$ cat src/assert_macros.svh
// ----------------------------------------------------------------------------
// assert_macros.svh
// assertion helpers for the region scanner, empty when synthesized
// ----------------------------------------------------------------------------
`ifndef ASSERT_MACROS_SVH
`define ASSERT_MACROS_SVH

`ifndef SYNTHESIS

`define MMRS_ASSERT(label, clk, rst_n, prop, msg) \
  label: assert property (@(posedge clk) disable iff (!rst_n) (prop)) else $error(msg);

`define MMRS_ASSERT_NEXT(label, clk, rst_n, ante, cons, msg) \
  label: assert property (@(posedge clk) disable iff (!rst_n) (ante) |=> (cons)) \
    else $error(msg);

`else

`define MMRS_ASSERT(label, clk, rst_n, prop, msg)

`define MMRS_ASSERT_NEXT(label, clk, rst_n, ante, cons, msg)

`endif

`endif

$ cat src/mmrs_pkg.sv
// ----------------------------------------------------------------------------
// mmrs_pkg
// shared widths, codes and types of the memory map region scanner
// ----------------------------------------------------------------------------
`default_nettype none

package mmrs_pkg;

  localparam int unsigned TYPE_W    = 8;
  localparam int unsigned START_W   = 52;
  localparam int unsigned PAGES_W   = 40;
  localparam int unsigned DATA_W    = 64;
  localparam int unsigned CFG_IDX_W = 2;

  localparam int unsigned PAGE_SHIFT_DEF = 12;

  localparam logic [TYPE_W-1:0] TYPE_CONVENTIONAL = 8'd7;

  typedef enum logic [CFG_IDX_W-1:0] {
    REG_WINDOW_LOW   = 2'd0,
    REG_WINDOW_HIGH  = 2'd1,
    REG_REQUEST_SIZE = 2'd2
  } cfg_reg_t;

  typedef struct packed {
    logic [DATA_W-1:0] window_low;
    logic [DATA_W-1:0] window_high;
    logic [DATA_W-1:0] request_size;
  } cfg_t;

  typedef struct packed {
    logic conv;
    logic last;
  } item_ctl_t;

  typedef struct packed {
    logic [DATA_W-1:0] total_bytes;
    logic [DATA_W-1:0] usable_bytes;
    logic [DATA_W-1:0] top_address;
    logic              biggest_valid;
    logic [DATA_W-1:0] biggest_base;
    logic [DATA_W-1:0] biggest_length;
    logic              fit_valid;
    logic [DATA_W-1:0] fit_base;
    logic [DATA_W-1:0] fit_length;
    logic              final_result;
  } result_t;

endpackage

`default_nettype wire

$ cat src/mmrs_in_if.sv
// ----------------------------------------------------------------------------
// mmrs_in_if
// descriptor request channel with valid/ready handshake
// ----------------------------------------------------------------------------
`default_nettype none

interface mmrs_in_if;
  import mmrs_pkg::*;

  logic               valid;
  logic               ready;
  logic [TYPE_W-1:0]  region_type;
  logic [START_W-1:0] region_start;
  logic [PAGES_W-1:0] region_pages;
  logic               last_entry;

  modport source (
    output valid, region_type, region_start, region_pages, last_entry,
    input  ready
  );

  modport sink (
    input  valid, region_type, region_start, region_pages, last_entry,
    output ready
  );

endinterface

`default_nettype wire

$ cat src/mmrs_out_if.sv
// ----------------------------------------------------------------------------
// mmrs_out_if
// result request channel with valid/ready handshake
// ----------------------------------------------------------------------------
`default_nettype none

interface mmrs_out_if;
  import mmrs_pkg::*;

  logic              valid;
  logic              ready;
  logic [DATA_W-1:0] total_bytes;
  logic [DATA_W-1:0] usable_bytes;
  logic [DATA_W-1:0] top_address;
  logic              biggest_valid;
  logic [DATA_W-1:0] biggest_base;
  logic [DATA_W-1:0] biggest_length;
  logic              fit_valid;
  logic [DATA_W-1:0] fit_base;
  logic [DATA_W-1:0] fit_length;
  logic              final_result;

  modport source (
    output valid, total_bytes, usable_bytes, top_address, biggest_valid,
           biggest_base, biggest_length, fit_valid, fit_base, fit_length,
           final_result,
    input  ready
  );

  modport sink (
    input  valid, total_bytes, usable_bytes, top_address, biggest_valid,
           biggest_base, biggest_length, fit_valid, fit_base, fit_length,
           final_result,
    output ready
  );

endinterface

`default_nettype wire

$ cat src/mmrs_cfg_regs.sv
// ----------------------------------------------------------------------------
// mmrs_cfg_regs
// allocation window and request size registers
// ----------------------------------------------------------------------------
`default_nettype none

module mmrs_cfg_regs (
  input  logic                              clk,
  input  logic                              rst_n,
  input  logic                              cfg_we,
  input  logic [mmrs_pkg::CFG_IDX_W-1:0]    cfg_index,
  input  logic [mmrs_pkg::DATA_W-1:0]       cfg_data,
  output mmrs_pkg::cfg_t                    cfg
);
  import mmrs_pkg::*;

  cfg_t cfg_r;
  cfg_t cfg_nxt;

  always_comb begin
    cfg_nxt = cfg_r;
    if (cfg_we) begin
      unique case (cfg_index)
        REG_WINDOW_LOW:   cfg_nxt.window_low   = cfg_data;
        REG_WINDOW_HIGH:  cfg_nxt.window_high  = cfg_data;
        REG_REQUEST_SIZE: cfg_nxt.request_size = cfg_data;
        default:          cfg_nxt = cfg_r;
      endcase
    end
  end

  always_ff @(posedge clk) begin
    if (!rst_n) begin
      cfg_r.window_low   <= '0;
      cfg_r.window_high  <= '1;
      cfg_r.request_size <= '0;
    end else begin
      cfg_r <= cfg_nxt;
    end
  end

  assign cfg = cfg_r;

endmodule

`default_nettype wire

$ cat src/mmrs_in_stage.sv
// ----------------------------------------------------------------------------
// mmrs_in_stage
// descriptor input register, forms region length and end address
// ----------------------------------------------------------------------------
`default_nettype none

module mmrs_in_stage #(
  parameter int unsigned PAGE_SHIFT = mmrs_pkg::PAGE_SHIFT_DEF,
  parameter int unsigned LEN_W      = mmrs_pkg::PAGES_W + PAGE_SHIFT,
  parameter int unsigned END_W      =
    ((LEN_W > mmrs_pkg::START_W) ? LEN_W : mmrs_pkg::START_W) + 1
) (
  input  logic                           clk,
  input  logic                           rst_n,
  mmrs_in_if.sink                        in_if,
  output logic                           stg_valid,
  input  logic                           stg_ready,
  output logic [mmrs_pkg::START_W-1:0]   stg_start,
  output logic [LEN_W-1:0]               stg_len,
  output logic [END_W-1:0]               stg_end,
  output mmrs_pkg::item_ctl_t            stg_ctl
);
  import mmrs_pkg::*;

  logic               vld_r;
  logic               vld_nxt;
  logic               accept;
  logic [LEN_W-1:0]   len_nxt;
  logic [END_W-1:0]   end_nxt;
  item_ctl_t          ctl_nxt;
  logic [START_W-1:0] start_r;
  logic [LEN_W-1:0]   len_r;
  logic [END_W-1:0]   end_r;
  item_ctl_t          ctl_r;

  assign in_if.ready = !vld_r || stg_ready;
  assign accept      = in_if.valid && in_if.ready;

  assign len_nxt      = {in_if.region_pages, {PAGE_SHIFT{1'b0}}};
  assign end_nxt      = END_W'(in_if.region_start) + END_W'(len_nxt);
  assign ctl_nxt.conv = (in_if.region_type == TYPE_CONVENTIONAL);
  assign ctl_nxt.last = in_if.last_entry;

  always_comb begin
    vld_nxt = vld_r;
    if (accept) begin
      vld_nxt = 1'b1;
    end else if (stg_ready) begin
      vld_nxt = 1'b0;
    end
  end

  always_ff @(posedge clk) begin
    if (!rst_n) begin
      vld_r <= 1'b0;
    end else begin
      vld_r <= vld_nxt;
    end
  end

  always_ff @(posedge clk) begin
    if (accept) begin
      start_r <= in_if.region_start;
      len_r   <= len_nxt;
      end_r   <= end_nxt;
      ctl_r   <= ctl_nxt;
    end
  end

  assign stg_valid = vld_r;
  assign stg_start = start_r;
  assign stg_len   = len_r;
  assign stg_end   = end_r;
  assign stg_ctl   = ctl_r;

endmodule

`default_nettype wire

$ cat src/mmrs_accum.sv
// ----------------------------------------------------------------------------
// mmrs_accum
// running totals, largest region and best window fit, result register
// ----------------------------------------------------------------------------
`default_nettype none

`include "assert_macros.svh"

module mmrs_accum #(
  parameter int unsigned PAGE_SHIFT = mmrs_pkg::PAGE_SHIFT_DEF,
  parameter int unsigned LEN_W      = mmrs_pkg::PAGES_W + PAGE_SHIFT,
  parameter int unsigned END_W      =
    ((LEN_W > mmrs_pkg::START_W) ? LEN_W : mmrs_pkg::START_W) + 1
) (
  input  logic                           clk,
  input  logic                           rst_n,
  input  mmrs_pkg::cfg_t                 cfg,
  input  logic                           stg_valid,
  output logic                           stg_ready,
  input  logic [mmrs_pkg::START_W-1:0]   stg_start,
  input  logic [LEN_W-1:0]               stg_len,
  input  logic [END_W-1:0]               stg_end,
  input  mmrs_pkg::item_ctl_t            stg_ctl,
  mmrs_out_if.source                     out_if
);
  import mmrs_pkg::*;

  logic               advance;
  logic               out_vld_r;
  logic               out_vld_nxt;
  result_t            res_r;
  result_t            res_nxt;

  logic [DATA_W-1:0]  sum_all_r;
  logic [DATA_W-1:0]  sum_use_r;
  logic [END_W-1:0]   max_end_r;
  logic               big_seen_r;
  logic [START_W-1:0] big_start_r;
  logic [LEN_W-1:0]   big_size_r;
  logic               best_seen_r;
  logic [DATA_W-1:0]  best_start_r;
  logic [END_W-1:0]   best_size_r;

  logic [DATA_W-1:0]  sum_all_nxt;
  logic [DATA_W-1:0]  sum_use_nxt;
  logic [END_W-1:0]   max_end_nxt;
  logic               big_seen_nxt;
  logic [START_W-1:0] big_start_nxt;
  logic [LEN_W-1:0]   big_size_nxt;
  logic               best_seen_nxt;
  logic [DATA_W-1:0]  best_start_nxt;
  logic [END_W-1:0]   best_size_nxt;

  logic [DATA_W-1:0]  len64;
  logic [DATA_W-1:0]  start64;
  logic [DATA_W-1:0]  end64;
  logic [DATA_W:0]    sum_all_ext;
  logic [DATA_W:0]    sum_use_ext;
  logic [DATA_W-1:0]  sum_all_sat;
  logic [DATA_W-1:0]  sum_use_sat;
  logic               win_ok;
  logic [DATA_W-1:0]  clip_start;
  logic [DATA_W-1:0]  clip_end;
  logic [DATA_W-1:0]  clip_len;
  logic               fit_ok;

  logic               sum_usable_le_total;
  logic               big_flag_ok;
  logic               best_flag_ok;
  logic               acc_is_clear;

  assign stg_ready = !out_vld_r || out_if.ready;
  assign advance   = stg_valid && stg_ready;

  assign len64   = DATA_W'(stg_len);
  assign start64 = DATA_W'(stg_start);
  assign end64   = DATA_W'(stg_end);

  // saturating sums
  assign sum_all_ext = {1'b0, sum_all_r} + {1'b0, len64};
  assign sum_use_ext = {1'b0, sum_use_r} + {1'b0, len64};
  assign sum_all_sat = sum_all_ext[DATA_W] ? '1 : sum_all_ext[DATA_W-1:0];
  assign sum_use_sat = sum_use_ext[DATA_W] ? '1 : sum_use_ext[DATA_W-1:0];

  // clip to allocation window
  assign win_ok     = (cfg.window_low < cfg.window_high) && (end64 > cfg.window_low) &&
                      (start64 < cfg.window_high);
  assign clip_start = (start64 > cfg.window_low) ? start64 : cfg.window_low;
  assign clip_end   = (end64 < cfg.window_high) ? end64 : cfg.window_high;
  assign clip_len   = clip_end - clip_start;
  assign fit_ok     = win_ok && (clip_len >= cfg.request_size) &&
                      (clip_len > DATA_W'(best_size_r));

  always_comb begin
    sum_all_nxt    = sum_all_sat;
    sum_use_nxt    = sum_use_r;
    max_end_nxt    = max_end_r;
    big_seen_nxt   = big_seen_r;
    big_start_nxt  = big_start_r;
    big_size_nxt   = big_size_r;
    best_seen_nxt  = best_seen_r;
    best_start_nxt = best_start_r;
    best_size_nxt  = best_size_r;
    if (stg_end > max_end_r) begin
      max_end_nxt = stg_end;
    end
    if (stg_ctl.conv) begin
      sum_use_nxt = sum_use_sat;
      if (stg_len > big_size_r) begin
        big_seen_nxt  = 1'b1;
        big_start_nxt = stg_start;
        big_size_nxt  = stg_len;
      end
      if (fit_ok) begin
        best_seen_nxt  = 1'b1;
        best_start_nxt = clip_start;
        best_size_nxt  = clip_len[END_W-1:0];
      end
    end
  end

  always_comb begin
    res_nxt.total_bytes    = sum_all_nxt;
    res_nxt.usable_bytes   = sum_use_nxt;
    res_nxt.top_address    = DATA_W'(max_end_nxt);
    res_nxt.biggest_valid  = big_seen_nxt;
    res_nxt.biggest_base   = DATA_W'(big_start_nxt);
    res_nxt.biggest_length = DATA_W'(big_size_nxt);
    res_nxt.fit_valid      = best_seen_nxt;
    res_nxt.fit_base       = best_start_nxt;
    res_nxt.fit_length     = DATA_W'(best_size_nxt);
    res_nxt.final_result   = stg_ctl.last;
  end

  always_comb begin
    out_vld_nxt = out_vld_r;
    if (advance) begin
      out_vld_nxt = 1'b1;
    end else if (out_if.ready) begin
      out_vld_nxt = 1'b0;
    end
  end

  always_ff @(posedge clk) begin
    if (!rst_n) begin
      out_vld_r <= 1'b0;
    end else begin
      out_vld_r <= out_vld_nxt;
    end
  end

  always_ff @(posedge clk) begin
    if (advance) begin
      res_r <= res_nxt;
    end
  end

  // accumulators, cleared after the closing descriptor
  always_ff @(posedge clk) begin
    if (!rst_n || (advance && stg_ctl.last)) begin
      sum_all_r    <= '0;
      sum_use_r    <= '0;
      max_end_r    <= '0;
      big_seen_r   <= 1'b0;
      big_start_r  <= '0;
      big_size_r   <= '0;
      best_seen_r  <= 1'b0;
      best_start_r <= '0;
      best_size_r  <= '0;
    end else if (advance) begin
      sum_all_r    <= sum_all_nxt;
      sum_use_r    <= sum_use_nxt;
      max_end_r    <= max_end_nxt;
      big_seen_r   <= big_seen_nxt;
      big_start_r  <= big_start_nxt;
      big_size_r   <= big_size_nxt;
      best_seen_r  <= best_seen_nxt;
      best_start_r <= best_start_nxt;
      best_size_r  <= best_size_nxt;
    end
  end

  assign out_if.valid          = out_vld_r;
  assign out_if.total_bytes    = res_r.total_bytes;
  assign out_if.usable_bytes   = res_r.usable_bytes;
  assign out_if.top_address    = res_r.top_address;
  assign out_if.biggest_valid  = res_r.biggest_valid;
  assign out_if.biggest_base   = res_r.biggest_base;
  assign out_if.biggest_length = res_r.biggest_length;
  assign out_if.fit_valid      = res_r.fit_valid;
  assign out_if.fit_base       = res_r.fit_base;
  assign out_if.fit_length     = res_r.fit_length;
  assign out_if.final_result   = res_r.final_result;

  assign sum_usable_le_total = (sum_use_r <= sum_all_r);
  assign big_flag_ok         = (big_seen_r == (big_size_r != '0));
  assign best_flag_ok        = (best_seen_r == (best_size_r != '0));
  assign acc_is_clear        = (sum_all_r == '0) && (max_end_r == '0) &&
                               !big_seen_r && !best_seen_r;

  `MMRS_ASSERT(a_usable_le_total, clk, rst_n, sum_usable_le_total, "usable above total")
  `MMRS_ASSERT(a_big_seen_size, clk, rst_n, big_flag_ok, "largest region flag mismatch")
  `MMRS_ASSERT(a_best_seen_size, clk, rst_n, best_flag_ok, "fit flag mismatch")
  `MMRS_ASSERT_NEXT(a_clear_after_last, clk, rst_n, advance && stg_ctl.last, acc_is_clear, "not cleared")

endmodule

`default_nettype wire

$ cat src/memory_map_region_scanner_unit.sv
// path: an accepted descriptor passes the input register, then the result register
// throughput: one descriptor per cycle when not stalled, set by the single accumulator stage
// input and result registers decouple the channels, a stalled result still takes one more item
// reset: synchronous active-low rst_n clears accumulators and restores window and size defaults
// ----------------------------------------------------------------------------
// memory_map_region_scanner_unit
// scans memory map descriptors and reports running totals and region picks
// ----------------------------------------------------------------------------
`default_nettype none

module memory_map_region_scanner_unit #(
  parameter int unsigned PAGE_SHIFT = mmrs_pkg::PAGE_SHIFT_DEF
) (
  input  logic                           clk,
  input  logic                           rst_n,
  mmrs_in_if.sink                        in_if,
  mmrs_out_if.source                     out_if,
  input  logic                           cfg_we,
  input  logic [mmrs_pkg::CFG_IDX_W-1:0] cfg_index,
  input  logic [mmrs_pkg::DATA_W-1:0]    cfg_data
);
  import mmrs_pkg::*;

  localparam int unsigned LEN_W = PAGES_W + PAGE_SHIFT;
  localparam int unsigned END_W = ((LEN_W > START_W) ? LEN_W : START_W) + 1;

  cfg_t               cfg;
  logic               stg_valid;
  logic               stg_ready;
  logic [START_W-1:0] stg_start;
  logic [LEN_W-1:0]   stg_len;
  logic [END_W-1:0]   stg_end;
  item_ctl_t          stg_ctl;

  mmrs_cfg_regs u_cfg_regs (
    .clk       (clk),
    .rst_n     (rst_n),
    .cfg_we    (cfg_we),
    .cfg_index (cfg_index),
    .cfg_data  (cfg_data),
    .cfg       (cfg)
  );

  mmrs_in_stage #(
    .PAGE_SHIFT (PAGE_SHIFT),
    .LEN_W      (LEN_W),
    .END_W      (END_W)
  ) u_in_stage (
    .clk       (clk),
    .rst_n     (rst_n),
    .in_if     (in_if),
    .stg_valid (stg_valid),
    .stg_ready (stg_ready),
    .stg_start (stg_start),
    .stg_len   (stg_len),
    .stg_end   (stg_end),
    .stg_ctl   (stg_ctl)
  );

  mmrs_accum #(
    .PAGE_SHIFT (PAGE_SHIFT),
    .LEN_W      (LEN_W),
    .END_W      (END_W)
  ) u_accum (
    .clk       (clk),
    .rst_n     (rst_n),
    .cfg       (cfg),
    .stg_valid (stg_valid),
    .stg_ready (stg_ready),
    .stg_start (stg_start),
    .stg_len   (stg_len),
    .stg_end   (stg_end),
    .stg_ctl   (stg_ctl),
    .out_if    (out_if)
  );

endmodule

`default_nettype wire
$ cat src/flat_wrapper.sv
// flat-port wrapper written by rule: the top's interface ports become plain ports
module memory_map_region_scanner_unit_flat import mmrs_pkg::*;
#(
  parameter int unsigned PAGE_SHIFT = mmrs_pkg::PAGE_SHIFT_DEF
)
  (clk, rst_n, cfg_we, cfg_index, cfg_data, in_if_valid, in_if_region_type, in_if_region_start, in_if_region_pages, in_if_last_entry, in_if_ready, out_if_valid, out_if_total_bytes, out_if_usable_bytes, out_if_top_address, out_if_biggest_valid, out_if_biggest_base, out_if_biggest_length, out_if_fit_valid, out_if_fit_base, out_if_fit_length, out_if_final_result, out_if_ready);
  mmrs_in_if in_if_i ();
  mmrs_out_if out_if_i ();
  input  logic clk;
  input  logic rst_n;
  input  logic cfg_we;
  input  logic [mmrs_pkg::CFG_IDX_W-1:0] cfg_index;
  input  logic [mmrs_pkg::DATA_W-1:0] cfg_data;
  input wire logic [$bits(in_if_i.valid)-1:0] in_if_valid;
  input wire logic [$bits(in_if_i.region_type)-1:0] in_if_region_type;
  input wire logic [$bits(in_if_i.region_start)-1:0] in_if_region_start;
  input wire logic [$bits(in_if_i.region_pages)-1:0] in_if_region_pages;
  input wire logic [$bits(in_if_i.last_entry)-1:0] in_if_last_entry;
  output wire logic [$bits(in_if_i.ready)-1:0] in_if_ready;
  output wire logic [$bits(out_if_i.valid)-1:0] out_if_valid;
  output wire logic [$bits(out_if_i.total_bytes)-1:0] out_if_total_bytes;
  output wire logic [$bits(out_if_i.usable_bytes)-1:0] out_if_usable_bytes;
  output wire logic [$bits(out_if_i.top_address)-1:0] out_if_top_address;
  output wire logic [$bits(out_if_i.biggest_valid)-1:0] out_if_biggest_valid;
  output wire logic [$bits(out_if_i.biggest_base)-1:0] out_if_biggest_base;
  output wire logic [$bits(out_if_i.biggest_length)-1:0] out_if_biggest_length;
  output wire logic [$bits(out_if_i.fit_valid)-1:0] out_if_fit_valid;
  output wire logic [$bits(out_if_i.fit_base)-1:0] out_if_fit_base;
  output wire logic [$bits(out_if_i.fit_length)-1:0] out_if_fit_length;
  output wire logic [$bits(out_if_i.final_result)-1:0] out_if_final_result;
  input wire logic [$bits(out_if_i.ready)-1:0] out_if_ready;
  assign in_if_i.valid = in_if_valid;
  assign in_if_i.region_type = in_if_region_type;
  assign in_if_i.region_start = in_if_region_start;
  assign in_if_i.region_pages = in_if_region_pages;
  assign in_if_i.last_entry = in_if_last_entry;
  assign in_if_ready = in_if_i.ready;
  assign out_if_valid = out_if_i.valid;
  assign out_if_total_bytes = out_if_i.total_bytes;
  assign out_if_usable_bytes = out_if_i.usable_bytes;
  assign out_if_top_address = out_if_i.top_address;
  assign out_if_biggest_valid = out_if_i.biggest_valid;
  assign out_if_biggest_base = out_if_i.biggest_base;
  assign out_if_biggest_length = out_if_i.biggest_length;
  assign out_if_fit_valid = out_if_i.fit_valid;
  assign out_if_fit_base = out_if_i.fit_base;
  assign out_if_fit_length = out_if_i.fit_length;
  assign out_if_final_result = out_if_i.final_result;
  assign out_if_i.ready = out_if_ready;
  memory_map_region_scanner_unit #(.PAGE_SHIFT(PAGE_SHIFT)) u_core (.clk(clk), .rst_n(rst_n), .in_if(in_if_i), .out_if(out_if_i), .cfg_we(cfg_we), .cfg_index(cfg_index), .cfg_data(cfg_data));
endmodule
$ cat config.mk
export PLATFORM = sky130hd
export DESIGN_NAME = memory_map_region_scanner_unit_flat
export DESIGN_NICKNAME = d
export VERILOG_FILES = /design/src/mmrs_pkg.sv /design/src/mmrs_in_if.sv /design/src/mmrs_out_if.sv /design/src/mmrs_cfg_regs.sv /design/src/mmrs_in_stage.sv /design/src/mmrs_accum.sv /design/src/memory_map_region_scanner_unit.sv /design/src/flat_wrapper.sv
export VERILOG_INCLUDE_DIRS = /design/src /design/src/src
export SDC_FILE = /design/constraint.sdc
export NUM_CORES = 2
export LEC_CHECK = 0
export BUFFER_PORTS_ARGS = -buffer_cell sky130_fd_sc_hd__buf_4
export CAP_MARGIN = 20
export CORE_MARGIN = 4
export CORE_UTILIZATION = 35
export CTS_CLUSTER_DIAMETER = 100
export DETAILED_ROUTE_END_ITERATION = 6
export GPL_ROUTABILITY_DRIVEN = 1
export PLACE_DENSITY_LB_ADDON = 0.3
export RECOVER_POWER = 100
export SYNTH_ARGS = -nofsm -noshare
export SYNTH_HDL_FRONTEND = slang
export SYNTH_SLANG_ARGS = --single-unit
export TNS_END_PERCENT = 30
$ cat constraint.sdc
create_clock -name clk -period 32.5 [get_ports clk]
set_input_delay 8.125 -clock clk [delete_from_list [all_inputs] [get_ports clk]]
set_output_delay 8.125 -clock clk [all_outputs]
set_load 0.005 [all_outputs]
# After elaboration in Yosys (flattened, before gate mapping)
# Index checks and enable logic that the tools add are counted.
[word_totals] input_bits=172 output_inout_bits=453 reg_bits=1150
[op_classes] n_reduce_logical=19 n_mux=22 order_cmp=9 n_eq_ne=3 add_sub_neg=4
[ops] operator="64-bit two-way mux" count=7
[ops] operator="52-bit two-way mux" count=4
[ops] operator="53-bit two-way mux" count=3
[ops] operator="64-bit by 52-bit adder with 65-bit output" count=2
[ops] operator="64-bit greater-or-equal comparator" count=1
[ops] operator="52-bit by 64-bit greater-than comparator with 1-bit output" count=1
[ops] operator="53-bit by 64-bit greater-than comparator with 1-bit output" count=1
[ops] operator="64-bit by 53-bit greater-than comparator with 1-bit output" count=1
[ops] operator="52-bit by 64-bit less-than comparator with 1-bit output" count=1
[ops] operator="53-bit by 64-bit less-than comparator with 1-bit output" count=1
[ops] operator="64-bit less-than comparator" count=1
[ops] operator="64-bit subtractor" count=1
[ops] operator="52-bit by 52-bit adder with 53-bit output" count=1
[ops] operator="53-bit greater-than comparator" count=1
[ops] operator="52-bit greater-than comparator" count=1
[ops] operator="8-bit by 3-bit == test with 1-bit output (second input constant)" count=1
[ops] operator="1-bit two-way mux" count=8
[ops] operator="1-bit logical AND" count=7
[ops] operator="2-bit AND reduction" count=3
[ops] operator="2-bit nonzero test" count=2
[ops] operator="1-bit logical NOT" count=3
[ops] operator="1-bit logical OR" count=3
[ops] operator="2-bit by 1-bit == test with 1-bit output (second input constant)" count=1
[ops] operator="2-bit == test (second input constant)" count=1
[ops] operator="2-bit logical NOT" count=1

# Depth between registers and ports, before layout
[logic_depth] ltp_word=8 ltp_mapped=43 depth_no_buf=39

# Modules after synthesis
# From an unflattened synthesis, not the netlist that was laid out.
[hier_totals] cells_unflattened=7407 hier_area_um2=70221.1
[modules_own_cells] mod="mmrs_accum" cells_each=6102 n_inst=1 area_each_um2=55540.8
[modules_own_cells] mod="mmrs_cfg_regs" cells_each=777 n_inst=1 area_each_um2=7897.6
[modules_own_cells] mod="mmrs_in_stage" cells_each=528 n_inst=1 area_each_um2=6782.8

# Least setup slack after synthesis
# OpenSTA, ideal clock, no wires.
[synth_path] path_kind="input to register" startpoint="in out_if_ready" endpoint="reg u_core.u_accum.res_r (netlist bit u_core.u_accum.out_if.biggest_base[0]) (enable)" slack_ns=11.586 setup_time_ns=0.927 arrival_ns=19.987 n_path_buf=3 required_time_ns=31.573 path_stages=6 path_cell_list="nor2b_1 nand2b_1 clkbuf_1 inv_1 clkbuf_1 clkbuf_1"
[synth_via] elab_chain_len=2
[synth_lines] element="start: declaration" line="flat_wrapper.sv:31" text="input wire logic [$bits(out_if_i.ready)-1:0] out_if_ready;"
[synth_lines] element="1-bit logical OR" line="mmrs_accum.sv:72" text="assign stg_ready = !out_vld_r || out_if.ready;"
[synth_lines] element="1-bit logical AND" line="mmrs_accum.sv:73" text="assign advance = stg_valid && stg_ready;"
[synth_lines] element="net u_core.u_accum.advance" line="mmrs_accum.sv:28" text="logic advance;"
[synth_lines] element="end signal: assignment" line="mmrs_accum.sv:154" text="res_r <= res_nxt;"
[synth_lines] element="end: declaration" line="mmrs_accum.sv:31" text="result_t res_r;"
# The timed path passes the listed nets, and every way through them passes these cells.
# A chain may end at the register's enable or synchronous reset.

# Final worst setup path
[layout_path] startpoint="in out_if_ready" endpoint="reg u_core.u_accum.res_r (netlist bit u_core.u_accum.out_if.biggest_base[38]) (enable)"
[layout_via] elab_chain_len=2
[layout_lines] element="1-bit logical OR" line="mmrs_accum.sv:72"
[layout_lines] element="1-bit logical AND" line="mmrs_accum.sv:73"
# Every way passes these cells.

==> flow_summary.json <==
{
  "antenna_found_initial": 45,
  "peakVddDrop_uv": 53.2,
  "cts_setup_buffers": 0,
  "insertion_delay_ps": 800,
  "drc": 0,
  "fin_crit_ps": 22450,
  "cts-root-buf": "clkbuf_16",
  "ys_top_cells_by_area": "edfxtp_1 (25%), dfxtp_1 (19%), ha_1 (12%)",
  "grt_overflow_total": 0,
  "instances_no_fill": 9713,
  "ys_types": 83,
  "synth-async-reset-ratio_pct": 0,
  "vias_per_cell": 5.24,
  "synthesis.area_mm2": 0.0644,
  "cts_buffer_depth": 3,
  "worst-path-buf-inv": 6,
  "netlist.area_leader.share_pct": 25.2,
  "synth_top_cell_by_area": "edfxtp_1",
  "finalSetupTns_ps": 0,
  "fin_worst_skew_ps": 36.2,
  "cts-resized-gates": 0,
  "cts_tree": "done",
  "first_global_vias": 49700,
  "cts_buffers": 134,
  "critical-path-top-delay-family": "buffers and inverters",
  "status": "finished, violations left",
  "grt_max_degree": 190,
  "drv_slew": 1861,
  "drtAntennaViolNets": 0,
  "dieWidth_um": 437,
  "dieArea_mm2": 0.191,
  "dr.pass1.iters": 6,
  "synthCells": 6622,
  "pwr-share-clk_pct": 36.5,
  "synth-seq-area-share_pct": 43.8,
  "setup_viol": 0,
  "p_int_mw": 2.82,
  "n_fill_cell": 18100,
  "startpoint_type": "primary input",
  "ctsHoldBuffers": 0,
  "cp_cell_sequence": "clkbuf_4, nor2b_1, nand2b_2, clkbuf_1, clkinvlp_2, clkbuf_1, clkbuf_1, clkbuf_1",
  "nets": 7921,
  "p_sw_share_pct": 31.3,
  "finalCritPeriodShare_pct": 69.1,
  "wl_mm": 219,
  "worstSetupPathType": "primary input to flip-flop",
  "hold_class": "flip-flop to flip-flop",
  "hold_viol_final": 0,
  "placed_cells": 9430,
  "maxSlewHeadroom_pct": -450,
  "p_sw_mw": 1.29,
  "coreArea_mm2": 0.183,
  "tightest_slew_ps": 8250,
  "synth_warnings": 0,
  "combPwrFrac_pct": 23.1,
  "drtIter0Drc": 3788,
  "synth_ff_type": "dfxtp_1",
  "initial_core_util_pct": 35.2,
  "vias": 50900,
  "avgSynthCellArea_um2": 9.73,
  "path_max_fanout": 131,
  "grt_util_all_layers_pct": 22.3,
  "synth_enable_flop_cells": 540,
  "required_ps": 32790,
  "violations": "max-capacitance violations, max-slew violations",
  "cts.clk_slew.worst_paths_ps": 50,
  "end_kind": "flip-flop",
  "ios": 625,
  "place.gp.congestion": 0.934,
  "rsz0062_at_grt": "no",
  "cap_violations": 31,
  "hpwl_mm": 167,
  "drive_gt1_share_pct": 12.1,
  "max_freq_mhz": 44.5,
  "total_leakage_power_nw": 30.0,
  "seq_power_share_pct": 40.4,
  "synth-seq-cells": 1138,
  "cts_sinks": 1138,
  "critPathSlowestCell": "clkbuf_1",
  "place.port_buffers": 578,
  "hold-worst-slack_ps": 453,
  "die_h_um": 437,
  "power_mw": 4.11,
  "rows": 157,
  "crit_top_cell": "clkbuf_1",
  "power_density_mw_per_mm2": 55.0,
  "area_delta_synth_final_pct": 15.8,
  "cp.arrival_ps": 22740,
  "wl_per_cell_um": 22.6,
  "htreeDepth": 4,
  "grt_pass1_wl_mm": 322,
  "critPathMaxStageDelay_ps": 5100
}
cell usage after synthesis, types with 13 or more instances:
cell	n
nand2b_1	68
a21oi_1	490
clkbuf_1	260
a21o_1	256
nand3_1	63
xnor2_1	104
buf_2	13
a211oi_1	173
nor3_1	52
or4_1	17
edfxtp_1	540
mux2_1	53
xor2_1	65
a21boi_0	141
dfxtp_1	598
o31ai_1	16
o21ai_0	228
inv_1	513
and3_1	63
buf_4	56
and2_1	41
nor2b_1	59
mux2i_1	109
mux2_2	254
nor4_1	21
a31oi_1	74
nand4_1	116
nor2_1	272
ha_1	641
o211ai_1	81
nand2_1	920
o21bai_1	39
o21a_1	51
routing by layer:
| metal | global-route usage (%) | up-vias | routed length (um) |
|---|---|---|---|
| met1 | 26.5 | 24400 | 88800 |
| met3 | 3.36 | 416 | 10700 |
| li1 | - | 24600 | - |
| met4 | 14.1 | 8 | 14500 |
| met2 | 37.6 | 1400 | 105000 |
| met5 | 0 | - | 42 |
area by class of cell:
| class | instances | area [um^2] | share of cell area, % |
|---|---|---|---|
| Antenna cell | 31 | 77.6 | 0.104 |
| Sequential cell | 1138 | 28200 | 37.8 |
| Tap cell | 2464 | 3080 | 4.13 |
| Inverter | 513 | 1930 | 2.58 |
| Multi-Input combinational cell | 4682 | 33000 | 44.2 |
| Timing Repair Buffer | 635 | 3990 | 5.34 |
| Clock buffer | 172 | 3630 | 4.87 |
| Clock inverter | 78 | 723 | 0.969 |
worst register-to-register path: cells and delay by family, from the launching register on:
| family | cells | cell delay [ps] |
|---|---|---|
| mux | 2 | 720 |
| xor+xnor | 1 | 470 |
| flops | 1 | 320 |
| compound gates | 20 | 5580 |
| buf+inv | 5 | 9200 |
| fa+ha+maj | 4 | 1280 |
| simple gates | 7 | 2290 |
registers in the layout, summed over array words and instances (netlist names), 53 cells and up:
name                                cells
u_core.u_accum.out_if.fit_length       53
u_core.u_accum.best_start_r            64
u_core.u_cfg_regs.cfg                 192
u_core.u_accum.max_end_r               53
u_core.u_accum.out_if.usable_bytes     64
u_core.u_accum.sum_all_r               64
u_core.u_accum.out_if.total_bytes      64
u_core.u_accum.sum_use_r               64
u_core.u_accum.best_size_r             53
u_core.u_accum.out_if.fit_base         64
u_core.u_accum.out_if.top_address      53
power by group through the flow:
| stage | logic (mW) | clock network (mW) | registers [mW] |
|---|---|---|---|
| floorplan | 0.635 | 0 | 1.67 |
| global placement | 0.929 | 0 | 1.69 |
| detailed placement | 0.947 | 0 | 1.69 |
| CTS | 0.954 | 1.54 | 1.66 |
| global route | 1.06 | 1.60 | 1.67 |
| finish | 0.947 | 1.50 | 1.66 |
metrics by stage:
stage	setup slack, ps	cell area, um^2	util, %
after floorplan	11590	64600	-
after global placement	15560	71000	38.8
after detailed placement	15560	71100	38.8
after CTS	15570	75400	41.2
after global routing	8930	74600	40.7
final	10050	74600	40.8
cells in the final DEF, fill, tap and decap left out, drive strengths merged, types with 141 or more instances in the layout:
master,netlist,final
a211oi,173,173
a21boi,141,141
a21oi,490,490
clkbuf,260,707
edfxtp,540,540
nand2,920,920
mux2,307,307
o21ai,231,231
ha,641,641
inv,513,523
dfxtp,598,598
a21o,256,256
nor2,272,272
cells by family after synthesis:
group / after synthesis / share of synthesized area, %
DFF: 1138 / 43.8
and+or+nand+nor: 1737 / 12.2
other: 1 / 0.00582
muxes: 416 / 7.06
buffers and inverters: 857 / 5.44
adders and majority gates: 645 / 12.6
xor gates and xnor gates: 169 / 2.30
AOI/OAI and AO/OA: 1659 / 16.7
final timing paths:
check,from,to,slack (ps),cells after the start
min reg2reg,u_core.u_accum.big_start_r[36]$_SDFFE_PP0P_,u_core.u_accum.big_start_r[36]$_SDFFE_PP0P_,450,2
max reg2reg,u_core.u_in_stage.stg_start[1]$_DFFE_PP_,u_core.u_accum.out_if.fit_base[19]$_DFFE_PP_,12200,39
min,u_core.u_accum.big_start_r[36]$_SDFFE_PP0P_,u_core.u_accum.big_start_r[36]$_SDFFE_PP0P_,450,2
max,out_if_ready,u_core.u_accum.out_if.biggest_base[38]$_DFFE_PP_,10050,8
No activity file was read; power rests on OpenSTA's default activity.
